### config.mk
export PLATFORM = sky130hd
export DESIGN_NAME = lph_queue
export DESIGN_NICKNAME = d
export VERILOG_FILES = /design/src/rtl/lph_queue.sv
export SDC_FILE = /design/constraint.sdc
export NUM_CORES = 1
export LEC_CHECK = 0
export BUFFER_PORTS_ARGS = -buffer_cell sky130_fd_sc_hd__buf_2
export CORE_UTILIZATION = 49
export DETAILED_ROUTE_END_ITERATION = 16
export PLACE_DENSITY = 0.79
export SYNTH_ARGS = -nofsm -noshare
export SYNTH_HDL_FRONTEND = slang
export SYNTH_SLANG_ARGS = --single-unit
### constraint.sdc
create_clock -name clk -period 1.3 [get_ports clk]
set_input_delay 0.13 -clock clk [delete_from_list [all_inputs] [get_ports clk]]
set_output_delay 0.13 -clock clk [all_outputs]
set_load 0.005 [all_outputs]
### src/rtl/lph_queue.sv
// Two-entry queue between the hashing front end and the probe engine.
// Generic width; no package dependencies.
module lph_queue #(
	parameter int WIDTH = 8
) (
	input  logic             clk,
	input  logic             arst_n,
	input  logic             push,
	input  logic [WIDTH-1:0] push_data,
	output logic             full,
	input  logic             pop,
	output logic             not_empty,
	output logic [WIDTH-1:0] pop_data
);
	logic [WIDTH-1:0] buf_q [2];
	logic             wp_q, rp_q;
	logic [1:0]       cnt_q;

	assign full      = (cnt_q == 2'd2);
	assign not_empty = (cnt_q != 2'd0);
	assign pop_data  = buf_q[rp_q];

	always_ff @(posedge clk or negedge arst_n) begin
		if (!arst_n) begin
			wp_q  <= 1'b0;
			rp_q  <= 1'b0;
			cnt_q <= 2'd0;
		end else begin
			if (push) begin
				wp_q <= ~wp_q;
			end
			if (pop) begin
				rp_q <= ~rp_q;
			end
			if (push && !pop) begin
				cnt_q <= cnt_q + 2'd1;
			end else if (pop && !push) begin
				cnt_q <= cnt_q - 2'd1;
			end
		end
	end

	always_ff @(posedge clk) begin
		if (push) begin
			buf_q[wp_q] <= push_data;
		end
	end

endmodule

-- Word level (Yosys, flattened, before mapping)
Memory sizes are Yosys's and may differ from the RTL's.
Index checks and enable logic that the tools add are counted.
- input port bits: 12
- word-level logic and storage cells: 19
- bits in registers: 4
- bits in writable memories: 16
- memories: 1
- reduce and logical (&&, ||, !) cells: 6
- add/subtract/negate cells: 2
- muxes and demuxes: 4
- bitwise gates (word level): 2
- equal/unequal tests: 1
- memories (name ; words ; width ; rd ports ; clocked after Yosys merged registers in ; write ports ; line ; source):
    buf_q ; 2 ; 8 ; 1 ; 0 ; 1 ; 15 ; logic [WIDTH-1:0] buf_q [2];
- operators with widths (cell ; count):
    2-bit two-way mux ; 2
    2-bit nonzero test ; 2
    2-bit by 1-bit adder with 2-bit output (second input constant) ; 1
    2-bit == test (second input constant) ; 1
    1-bit logical AND ; 2
    1-bit logical NOT ; 2
    1-bit two-way mux ; 2
    1-bit NOT ; 2
    2-bit by 1-bit subtractor with 2-bit output (second input constant) ; 1

-- Longest topological paths before layout
- depth after elaboration: 4
- depth in mapped cells: 5

-- Worst setup path after synthesis
Ideal clock, no wire load.
- path type: register to register
- start point: register wp_q
- end point: memory buf_q[0][0], enable pin
- path buffers: 0
- slack: 0.138 ns
- arrival: 0.789 ns
- cell stages (with the launch flop): 2
- data required time: 0.927 ns
- path through: dfrtp_1 nor2b_1
- RTL lines (item ; line ; source):
    start, declared ; 16 ; logic wp_q, rp_q;
    start signal, assigned ; 30 ; wp_q <= ~wp_q;
    end, declared ; 15 ;
No word-level cell before the write port.

-- Worst setup path after layout
- start point: register rp_q
- end point: output pop_data[7]
- longest elaborated chain between the ends: 1
- RTL lines (item ; line ; source):
    start, declared ; 16 ;
    start signal, assigned ; 33 ; rp_q <= ~rp_q;
    memory 2 x 8 bit ; - ;
    end, declared ; 13 ; output logic [WIDTH-1:0] pop_data
Every way passes these cells.

==> results.toml <==
[status]
status = "finished, violations left"
failed_checks = "negative setup slack"

[clock_network]
clock_tree.root_cell = "clkbuf_4"
cts_made_buffers = 3
cts_num_sinks = 20
clock_insertion_delay_worst_skew_ps = 310
maximum_level_of_the_cts_h_tree = 1
clockBufferDepth = 2
clock_tree_from_tritoncts = "built"
worst_setup_hold_path_clk_slew_ps = 110

[route]
routed-wl-met3_um = 46
met1Wirelength_um = 514
drt-wirelength-per-cell_um = 12.9
drcViolationCount = 0
firstDrtPassIters = 4
routed-wl-met2_um = 602
drt_wl_total_um = 1190
maxUsedRoutingLayer = "met4"
via_count = 447
via_per_inst = 4.86
drt_first_iter_violations = 7
antenna_left = 0

[logic_synthesis]
yosys_warnings = 0
synthesized_area_per_cell_um2 = 19.6
postSynthRegisterBits = 20
synth_area_um2 = 803
yosysSeqAreaShare_pct = 72.3
synthesis.instances = 41
post_synth_net_total = 54
post_synthesis_cell_type_count = 13

[timing]
finalSetupViolCount = 8
totalNegativeSetupSlack_ps = -1040
finalWorstPathRequiredPeriod_ps = 1440
slew_headroom_pct = 74.9
finalMaxSlewViolations = 0
whs_ps = 10.3
worst_clock_skew_ps = 7.37
final-hold-violation-count = 0
worst_pin_slew_ps = 377
rsz0062_at_grt = "yes"
min_period_over_period_pct = 111
timing.fmax_mhz = 694
final_setup_slack_of_the_worst_path_ps = -142

[critical_path]
cp.buffers_inverters = 2
cp_data_required_time_ps = 1170
worst_setup_path_end_kind = "primary output"
crit_path_start_kind = "flop"
worst-endpoint-arrival_ps = 1310
critical_path.startpoint = "rp_q$_DFFE_PN0P_"
ff2ff_setup_slack_ps = 200
critPathKind = "reg2out"
worst_r2r_startpoint = "wp_q$_DFFE_PN0P_"
path_cells = "buf_6 -> mux2_4 -> buf_6"
critical_path.slowest_cell = "dfrtp_2"
timing.critical_path.mode_cell = "buf_6"
slowest_delay_ps = 440
critPathMaxFanout = 5
critPathTopFamily = "flip-flops"

[pwr]
cell_area_power_density_nw_per_um2 = 2070
p_leak_nw = 0.489
ir_worst_vdd_v = 0.00161

[floorplanning]
fp-row-count = 14
io_pins = 22
die_area_um2 = 1810
floorplan.initialDensity_pct = 52.7
placeableCoreArea_um2 = 1520
chipWidth_um = 42.5
die_height_um = 42.5

[final_layout]
synthToLayoutAreaGrowth_pct = 40.2
mostFrequentLayoutCells = "16 x edfxtp_1, 13 x buf_2, 10 x buf_6"
drive_gt1_share_pct = 52.6
num_antenna_cells = 0
final_common_cell = "edfxtp_1"
fin_nets = 90

[global_route]
grt_pass1_vias = 420
global_route.overflow_total = 0
grt_max_degree = 13
initial_antenna_violation_count = 0
grt_first_pass_wirelength_um = 2040
globalRouteTotalUtil_pct = 16.3

[placed_design]
dp_hpwl_um = 761
place.gp.congestion = 0.651
port_buffers = 21

[worst_hold_path]
worst_hold_path_type = "in2reg"
hp-start = "push_data[4]"

[run]
cap_viol_max_count = 0
[state kept, by name (all words and copies together), names as in the netlist]
| signal | count |
|---|---|
| buf_q | 16 |
| cnt_q | 2 |
| rp_q | 1 |
| wp_q | 1 |
[per-layer routing]
layer | global-route usage (%) | up-vias
met3 | 3.88 | 4
li1 | - | 218
met4 | 11.3 | 0
met1 | 21.2 | 210
met2 | 24.0 | 15
met5 | 0 | -
[worst paths after layout]
path                                    endpoint  depth (start not counted)
max                                  pop_data[7]                          3
max reg2reg                buf_q[1][2]$_DFFE_PP_                          1
max in group asynchronous       rp_q$_DFFE_PN0P_                          2
min in group asynchronous       rp_q$_DFFE_PN0P_                          2
min reg2reg                 cnt_q[1]$_DFFE_PN0P_                          1
min                        buf_q[1][4]$_DFFE_PP_                          1
[cell families after synthesis]
logic type	share of synthesized area [%]
xor+xnor	5.45
mux	15.0
buf+inv	1.87
flops	72.3
simple gates	3.90
fa+ha+maj	1.56
[repair_timing]
item	CTS	global route
resized for setup	7	5
hold endpoints to repair	4	10
buffers inserted	3	0
setup endpoints to repair	8	8
hold buffers	1	5
[Yosys cell counts]
cell type / count / area share, %
edfxtp_1: 16 / 60
mux2_4: 8 / 15
dfrtp_1: 4 / 12
xor2_1: 4 / 4.4
and2_1: 1 / 0.78
and2b_2: 1 / 1.1
buf_6: 1 / 1.4
ha_1: 1 / 1.6
inv_1: 1 / 0.47
nor2_1: 1 / 0.47
nor2b_1: 1 / 0.78
or2_1: 1 / 0.78
xnor2_1: 1 / 1.1
[stage by stage]
stage	power, mW	util [%]	instances	instance area (um2)	setup WS (ps)
2_1_floorplan	1.39	-	41	803	138
3_3_place_gp	1.57	61.2	79	932	79.4
3_5_place_dp	1.59	61.2	79	932	72.2
4_1_cts	2.24	68.6	87	1040	-119
5_1_grt	2.46	73.9	92	1130	-182
6_report	2.33	73.9	92	1130	-142
[cell type report]
class	instances	area, um2
Fill cell	93	398
Sequential cell	20	582
Tap cell	16	20.0
Inverter	1	3.75
Multi-Input combinational cell	19	208
Clock buffer	3	22.5
Timing Repair Buffer	32	260
Clock inverter	1	30.0
[power breakdown]
group	internal, mW	switching, mW	total (mW)	leakage (nW)
clock	0.312	0.190	0.502	0.0279
combinational	0.571	0.305	0.876	0.265
sequential	0.874	0.0822	0.956	0.196
total	1.76	0.577	2.33	0.489
(Power assumes the default switching activity.)
