**src/rtl/lph_pkg.sv**
```systemverilog
// Shared types and constants for the linear-probing hash map.
// Used by every module of the block but lph_queue; depends on nothing.
package lph_pkg;

	localparam int SLOTS_DEF      = 1024;
	localparam int VALUE_BITS_DEF = 32;
	localparam int KEY_BITS       = 64;
	localparam int WORD_BITS      = 32;
	localparam int COUNT_BITS     = 11;
	localparam int STATUS_BITS    = 3;

	localparam logic [1:0] MODE_INSERT = 2'd0;
	localparam logic [1:0] MODE_REMOVE = 2'd1;
	localparam logic [1:0] MODE_LOOKUP = 2'd2;
	localparam logic [1:0] MODE_UNUSED = 2'd3;

	localparam logic [STATUS_BITS-1:0] ST_NEW     = 3'd0;
	localparam logic [STATUS_BITS-1:0] ST_UPDATED = 3'd1;
	localparam logic [STATUS_BITS-1:0] ST_HIT     = 3'd2;
	localparam logic [STATUS_BITS-1:0] ST_MISS    = 3'd3;
	localparam logic [STATUS_BITS-1:0] ST_FULL    = 3'd4;

	localparam logic [63:0] HASH_ADD  = 64'h9E37_79B9_7F4A_7C15;
	localparam logic [63:0] HASH_MUL1 = 64'hBF58_476D_1CE4_E5B9;
	localparam logic [63:0] HASH_MUL2 = 64'h94D0_49BB_1331_11EB;

	typedef struct packed {
		logic [1:0]           mode;
		logic [KEY_BITS-1:0]  key;
		logic [WORD_BITS-1:0] value;
	} req_t;

	typedef struct packed {
		logic [STATUS_BITS-1:0] status;
		logic [WORD_BITS-1:0]   value;
		logic [COUNT_BITS-1:0]  count;
	} rsp_t;

endpackage

```
**src/rtl/lph_front.sv**
```systemverilog
// Front end: accepts requests and computes the home slot of each key.
// Uses lph_pkg; a 32x32 multiplier for the mix and a reciprocal remainder unit.
module lph_front #(
	parameter int SLOTS = lph_pkg::SLOTS_DEF
) (
	input  logic                 clk,
	input  logic                 arst_n,
	input  logic                 in_valid,
	output logic                 in_ready,
	input  lph_pkg::req_t        in_req,
	output logic                 push,
	input  logic                 full,
	output lph_pkg::req_t        item_req,
	output logic [$clog2(SLOTS)-1:0] item_home
);
	localparam int IW = $clog2(SLOTS);
	localparam logic [32:0] SLOTS_L = 33'(SLOTS);
	localparam logic [31:0] RCP     = 32'(64'h1_0000_0000 / 64'(SLOTS));

	localparam logic [1:0] F_IDLE = 2'd0;
	localparam logic [1:0] F_MUL  = 2'd1;
	localparam logic [1:0] F_MOD  = 2'd2;
	localparam logic [1:0] F_PUSH = 2'd3;

	logic [1:0]    st_q;
	lph_pkg::req_t req_q;
	logic [63:0]   x_q, acc_q, h_q;
	logic [1:0]    ph_q;
	logic          mul_q;
	logic [2:0]    cnt_q;
	logic [IW-1:0] rem_q;
	logic [15:0]   qe_q;

	logic [63:0] z, mb, prod, nacc, rp;
	logic [31:0] a, b, xd;
	logic [32:0] qm, rr, rs;
	logic [IW-1:0] r;

	assign z  = in_req.key + lph_pkg::HASH_ADD;
	assign mb = mul_q ? lph_pkg::HASH_MUL2 : lph_pkg::HASH_MUL1;

	// The low 64 bits of a 64x64 product from three 32x32 partial products.
	always_comb begin
		unique case (ph_q)
			2'd0:    begin a = x_q[31:0];  b = mb[31:0];  end
			2'd1:    begin a = x_q[31:0];  b = mb[63:32]; end
			default: begin a = x_q[63:32]; b = mb[31:0];  end
		endcase
		prod = {32'b0, a} * {32'b0, b};
		if (ph_q == 2'd0) begin
			nacc = prod;
		end else begin
			nacc = {acc_q[63:32] + prod[31:0], acc_q[31:0]};
		end
	end

	// The remainder is folded in one 16-bit digit at a time, in two steps. The first
	// step estimates the quotient with a fixed reciprocal; the estimate is at
	// most one short, so the second step needs only one compare and subtract.
	assign xd = 32'({rem_q, h_q[63:48]});
	assign rp = {32'b0, xd} * {32'b0, RCP};
	assign qm = {17'b0, qe_q} * SLOTS_L;
	assign rr = {1'b0, xd} - qm;
	assign rs = rr - SLOTS_L;
	assign r  = (rr >= SLOTS_L) ? rs[IW-1:0] : rr[IW-1:0];

	assign in_ready  = (st_q == F_IDLE);
	assign push      = (st_q == F_PUSH) && !full;
	assign item_req  = req_q;
	assign item_home = rem_q;

	always_ff @(posedge clk or negedge arst_n) begin
		if (!arst_n) begin
			st_q  <= F_IDLE;
			ph_q  <= 2'd0;
			mul_q <= 1'b0;
			cnt_q <= 3'd0;
		end else begin
			unique case (st_q)
				F_IDLE: begin
					if (in_valid) begin
						st_q  <= F_MUL;
						ph_q  <= 2'd0;
						mul_q <= 1'b0;
					end
				end
				F_MUL: begin
					if (ph_q == 2'd2) begin
						ph_q <= 2'd0;
						if (mul_q) begin
							st_q  <= F_MOD;
							cnt_q <= 3'd0;
						end else begin
							mul_q <= 1'b1;
						end
					end else begin
						ph_q <= ph_q + 2'd1;
					end
				end
				F_MOD: begin
					cnt_q <= cnt_q + 3'd1;
					if (cnt_q == 3'd7) begin
						st_q <= F_PUSH;
					end
				end
				default: begin
					if (!full) begin
						st_q <= F_IDLE;
					end
				end
			endcase
		end
	end

	always_ff @(posedge clk) begin
		if (st_q == F_IDLE && in_valid) begin
			req_q <= in_req;
			x_q   <= z ^ (z >> 30);
		end
		if (st_q == F_MUL) begin
			acc_q <= nacc;
			if (ph_q == 2'd2) begin
				if (mul_q) begin
					h_q   <= nacc ^ (nacc >> 31);
					rem_q <= '0;
				end else begin
					x_q <= nacc ^ (nacc >> 27);
				end
			end
		end
		if (st_q == F_MOD) begin
			if (!cnt_q[0]) begin
				qe_q <= rp[47:32];
			end else begin
				rem_q <= r;
				h_q   <= h_q << 16;
			end
		end
	end

endmodule

```
**config.mk**
```make
export PLATFORM = sky130hd
export DESIGN_NAME = lph_front
export DESIGN_NICKNAME = d
export VERILOG_FILES = /design/src/rtl/lph_pkg.sv /design/src/rtl/lph_front.sv
export SDC_FILE = /design/constraint.sdc
export NUM_CORES = 2
export LEC_CHECK = 0
export BUFFER_PORTS_ARGS = -buffer_cell sky130_fd_sc_hd__buf_2
export CAP_MARGIN = 10
export CORE_AREA = 2 2 264 266
export CTS_CLUSTER_SIZE = 24
export DETAILED_ROUTE_END_ITERATION = 12
export DIE_AREA = 0 0 266 268
export HOLD_SLACK_MARGIN = 0.12
export PLACE_DENSITY = 0.83
export SLEW_MARGIN = 10
export SYNTH_ARGS = -nofsm -noshare
export SYNTH_HDL_FRONTEND = slang
export SYNTH_SLANG_ARGS = --single-unit
export TNS_END_PERCENT = 100
```
**constraint.sdc**
```tcl
create_clock -name clk -period 16.3 [get_ports clk]
set_input_delay 3.26 -clock clk [delete_from_list [all_inputs] [get_ports clk]]
set_output_delay 3.26 -clock clk [all_outputs]
set_load 0.005 [all_outputs]
```
== After elaboration in Yosys (flattened, before gate mapping) ==
Cells that the tools add are included.
Storage, ports and cells
  flip-flop bits (word level): 324
  input port bits: 102
  output and inout bits: 110
  logic and storage cells: 82
Operators by class
  $add $sub $neg: 6
  multiply operators: 1
  $lt $le $gt $ge: 1
  eq/ne operators: 11
  mux-type cells: 34
  bitwise logic cells: 4
  reductions and logical operators: 13
Operators with widths (count)
  2-to-1 mux 64 bit: 10
  adder 64 bit (second input constant): 1
  multiplier 32 x 32 -> 64 bit: 1
  2-to-1 mux 32 bit: 2
  XOR 64 x 33 -> 64 bit: 1
  XOR 64 x 34 -> 64 bit: 1
  XOR 64 x 37 -> 64 bit: 1
  2-to-1 mux 62 bit: 1
  2-to-1 mux 10 bit: 6
  >= comparator 33 x 11 -> 1 bit (second input constant): 1
  adder 32 bit: 1
  subtractor 26 x 26 -> 27 bit: 1
  2-to-1 mux 2 bit: 7
  subtractor 10 x 1 -> 10 bit (second input constant): 1
  != test 2 bit (second input constant): 4
  == test 2 bit (second input constant): 3
  2-to-1 mux 3 bit: 2
  one-hot mux 2 bit (3 select lines): 1
  one-hot mux 3 bit (2 select lines): 1
  AND reduction 3 bit: 2
  AND reduction 5 bit: 1
  == test 2 x 1 -> 1 bit (second input constant): 2
  zero test 2 bit: 2
  != test 4 x 2 -> 1 bit (second input constant): 1
  12 further kinds: 16

== Depth between registers and ports, before layout ==
  depth after elaboration: 12
  depth in mapped cells: 45
  depth with buffers taken out: 41

== Least setup slack after synthesis ==
OpenSTA, ideal clock, no wires.
  path kind: reg2reg
  start: register ph_q[1]
  end: register h_q[32]
  setup time: 74 ps
  arrival: 9813 ps
  required time: 16226 ps
  slack: 6412 ps
  stages on the path, launching flop included: 43
  path buffers: 4
  period minus slack after synthesis: 9888 ps
  cell sequence: dfrtp_1 clkbuf_1 clkbuf_1 clkbuf_1 mux2_2 inv_1 nor2_1 nand2_1 fa_1 inv_1 fa_1 inv_1 fa_1 fa_1 inv_1 fa_1 inv_1 fa_1 [... 7 more ...] nand4_1 or2_1 nor3_1 nor2_1 o21bai_1 xor2_1 ha_1 inv_1 nor2_1 nand2_1 or3_1 o211ai_1 a21oi_1 xnor3_1 mux2i_4 xnor2_1 mux2i_1 o21ai_0
Between the ends
  longest elaborated chain between the ends: 12
  elaborated cells between the ends (all ways): 15
  those cells by class: add/sub (1); mul (1); eq/ne (2); mux (8); bitwise (1); reduce/logical (2)
Ends and longest elaborated chain
  start, declared: line lph_front.sv:28  | logic [1:0] ph_q;
  start signal, assigned: line lph_front.sv:97  | ph_q <= ph_q + 2'd1;
  == test 2 x 1 -> 1 bit / zero test 2 bit (equally long branches): line lph_front.sv:44, lph_front.sv:50
  OR reduction 2 bit (no line)
  2-to-1 mux 32 bit: line lph_front.sv:44  | unique case (ph_q)
  multiplier 32 x 32 -> 64 bit: line lph_front.sv:49  | prod = {32'b0, a} * {32'b0, b};
  adder 32 bit: line lph_front.sv:53  | nacc = {acc_q[63:32] + prod[31:0], acc_q[31:0]};
  2-to-1 mux 64 bit: line lph_front.sv:50  | if (ph_q == 2'd0) begin
  XOR 64 x 33 -> 64 bit: line lph_front.sv:124  | h_q <= nacc ^ (nacc >> 31);
  2-to-1 mux 64 bit: line lph_front.sv:123  | if (mul_q) begin
  2-to-1 mux 64 bit *: line lph_front.sv:122  | if (ph_q == 2'd2) begin
  2-to-1 mux 64 bit *: line lph_front.sv:120  | if (st_q == F_MUL) begin
  2-to-1 mux 64 bit: line lph_front.sv:132  | if (!cnt_q[0]) begin
  2-to-1 mux 64 bit *: line lph_front.sv:131  | if (st_q == F_MOD) begin
  end signal, assigned: line lph_front.sv:124
  end signal, assigned: line lph_front.sv:136  | h_q <= h_q << 16;
  end, declared: line lph_front.sv:27  | logic [63:0] x_q, acc_q, h_q;
Every way passes the cells marked *; elsewhere a longest branch is shown, timed or not.
A chain may end at the register's enable or synchronous reset.

== Worst setup path after layout ==
  start: register ph_q[1]
  end: register h_q[23]
Between the ends
  longest elaborated chain between the ends: 12
  elaborated cells between the ends (all ways): 15
  those cells by class: add/sub (1); mul (1); eq/ne (2); mux (8); bitwise (1); reduce/logical (2)
Ends and longest elaborated chain
  == test 2 x 1 -> 1 bit / zero test 2 bit (equally long branches): line lph_front.sv:44, lph_front.sv:50
  OR reduction 2 bit (no line)
  2-to-1 mux 32 bit: line lph_front.sv:44
  multiplier 32 x 32 -> 64 bit: line lph_front.sv:49
  adder 32 bit: line lph_front.sv:53
  2-to-1 mux 64 bit *: line lph_front.sv:50
  net nacc[54]: line lph_front.sv:34  | logic [63:0] z, mb, prod, nacc, rp;
  XOR 64 x 33 -> 64 bit *: line lph_front.sv:124
  2-to-1 mux 64 bit *: line lph_front.sv:123
  2-to-1 mux 64 bit *: line lph_front.sv:122
  2-to-1 mux 64 bit *: line lph_front.sv:120
  2-to-1 mux 64 bit: line lph_front.sv:132
  2-to-1 mux 64 bit *: line lph_front.sv:131
The timed path passes the listed nets; every way through them passes the cells marked *.

==> metrics <==
status=completed; Worst Reg-to-Reg Cells=35; Critical Path RT=between 15 and 20 ns; Reg area=between 7000 and 8000 um2; DRC Markers=0; routability cong.=between 1 and 1.5; synthesis-stage register bit count=between 200 and 300; Filler Cells Inserted=approximately 5.5k; CTS tree=done; TritonCTS Buffers=29; area fraction in and, or, nand and nor cells after synthesis=between 10% and 20%; CP max FO=42; Distinct cells, synth=89; XOR/XNOR Fraction of Synth Area=roughly 4.6%; Clock Pin Slew Worst Setup and Hold Paths=about 0.07 ns; flop-to-flop setup slack=just under 5 ns; routed vias/inst=between 6 and 7; Worst-Skew Late Latency=around 0.6 ns; Min Clock Period, post-route=approximately 11 ns; Routed Antenna Nets=0; clock sinks=roughly 280; Setup CP Type=reg2reg; max_slew headroom=between 10% and 20%; Vias=between 30k and 40k; Syn Area/Cell=between 9 and 10 um2; routed wire length on met2=about 69 mm; I/O pins=212; max-cap violation count=0; core area=slightly below 70000 um2; Resize count post-CTS=0; Hold WS=~0.46 ns; PortBufs=211; Worst R2R End=h_q[23]; Synth Instances=between 4k and 5k; DIE AREA=around 71000 um2; Synth-to-Final Area Change=6.47%; Crit Reg-Reg Startpoint=ph_q[1]; largest net degree at the start of global routing=approximately 150; Syn. warnings=0; mux cell area share after synthesis=between 1.5 and 2%; min-delay src=item_home[3]; Slew Limit Fails=0; ys flop type=edfxtp_1; WL per Instance=27.9 um; unrepaired setup endpoints after global routing=false; initial core utilization=around 64%; Final period util=roughly 70%; final instance area=between 40000 and 50000 um2; cts hold-fix bufs=0; Max clock buf depth=3; largest family of logic cells by synthesized area=adder cells; Adder-Cell Fraction of Synth Area=around 48%; DR top layer=met5; drt total wl=157 mm; Final Setup Violations=0; M1 WL=~58 mm; hold depth=2; syn_nets=around 6k; leading area contributor after synthesis=fa_1; H-tree depth=1; Worst Hold End=item_home[3]; Root Driver=clkbuf_16; Pre-antenna DRT Iters=7; global-route wire length before repair=between 200 and 250 mm; hpwl dp=about 130 mm; Post-CTS Setup Bufs=0; post-synthesis compound-gate area fraction=8.62%; critical path launch point type=register; die height=approximately 270 um; arrival time worst endpoint=about 12 ns; largest cells by area after synthesis=fa_1 38%, edfxtp_1 11%, ha_1 10%; Worst Tran Pin Value=roughly 1.3 ns; synthesized cell area=44000 um2; layout cell share with drive strength beyond 1=7.84%; Fin. Hold Viols=0; Post-Route Skew=0.0416 ns; vias in the first global route=approximately 35k; Met3 Routed Length=between 15 and 20 mm; Critical Path Max Stage Delay=between 0.6 and 0.7 ns; antenna violations before repair=4; total global-route track usage=between 40% and 50%; die span in x=between 200 and 300 um; DP Area=roughly 46000 um2; register area share after synthesis=16.7%; Placement Rows=96; layout net count=between 6k and 7k; Post-synth EDFFs=~160; area share of the largest cell type after synthesis=between 30% and 40%; multi-input logic area=about 32000 um2; Iter 0 DRT Violations=around 4.3k; Fin Setup TNS=0 ns; Post-synth ARST share=2.82%; fmax=between 0.08 and 0.09 GHz; Slowest cell on crit path=buf_4; worst hold path type=reg2reg; CP endpoint kind=register; grt total ovfl=0
cells by family after synthesis:
family | count (synthesis)
fa+ha+maj | 1193
buf+inv | 1181
simple gates | 1019
compound gates | 617
flops | 284
xor+xnor | 227
mux | 68
other cells | 1
worst max-delay path, delay by kind of cell (launching register included):
family / cells / cell delay [ns]
buf+inv: 4 / 1.20
flops: 1 / 0.35
xor+xnor: 2 / 0.59
compound gates: 10 / 3.06
fa+ha+maj: 10 / 3.85
simple gates: 9 / 2.20
worst max path at each step:
stage | from | to | slack (ns)
2_1_floorplan | ph_q[1] | h_q[32] | 6.41
3_3_place_gp | ph_q[1] | h_q[23] | 5.22
3_5_place_dp | ph_q[0] | h_q[32] | 5.16
4_1_cts | ph_q[0] | h_q[32] | 5.08
5_1_grt | ph_q[0] | h_q[32] | 4.43
6_report | ph_q[1] | h_q[23] | 4.87
cells in the mapped netlist (all sizes together) (27+ instances only):
cell    instances
a211oi         27
a21o           44
a21oi         181
and2           33
and3           43
clkbuf        124
dfxtp         114
edfxtp        162
fa            824
ha            369
inv          1033
mux2i          45
nand2         410
nand2b         38
nand3          33
nand4          28
nor2          335
nor3           35
o21ai         197
xnor2         159
xor2           66
layout by cell type (no fill, tap or decap), drive strengths merged, types with 23 or more instances in the layout:
cell type / synthesis / final
a211oi: 27 / 27
buf: 24 / 248
clkbuf: 124 / 39
fa: 824 / 824
and2: 33 / 33
edfxtp: 162 / 162
o211ai: 23 / 23
o21ai: 197 / 197
ha: 369 / 369
xor2: 66 / 66
nand2b: 38 / 38
a21oi: 181 / 181
and3: 43 / 43
mux2i: 45 / 45
mux2: 23 / 23
nand4: 28 / 28
a21o: 44 / 44
dfxtp: 114 / 114
nor2: 335 / 335
nand2: 410 / 410
nor3: 35 / 35
xnor2: 159 / 159
inv: 1033 / 1036
nand3: 33 / 33
stage by stage:
step	worst slack, ns	util, %	cells
6_report	4.87	68.6	5629
5_1_grt	4.43	68.6	5626
4_1_cts	5.08	68.6	5626
3_5_place_dp	5.16	67.2	5572
3_3_place_gp	5.22	67.2	5572
2_1_floorplan	6.41	-	4590
final cells by class:
cell class	count	share of cell area (%)
Tap cell	882	2.36
Timing Repair Buffer	248	2.88
Multi-Input combinational cell	3125	68.8
Clock inverter	15	0.230
Inverter	1033	8.29
Clock buffer	39	1.76
Sequential cell	284	15.7
Antenna cell	3	0.0160
layer usage:
layer	track usage, %	up-vias
li1	-	14600
met4	24.8	4
met2	68.1	2228
met1	58.6	17200
met3	13.0	500
met5	0	-
flip-flops by register name, indices dropped and copies added, names as in the netlist:
register,count
ph_q,2
acc_q,64
x_q,64
item_home,10
cnt_q,3
item_req,98
mul_q,1
h_q,40
st_q,2
Power is left out: the tool's default activity adds up to more than one toggle a clock period on the data nets, which glitch-free logic cannot reach.
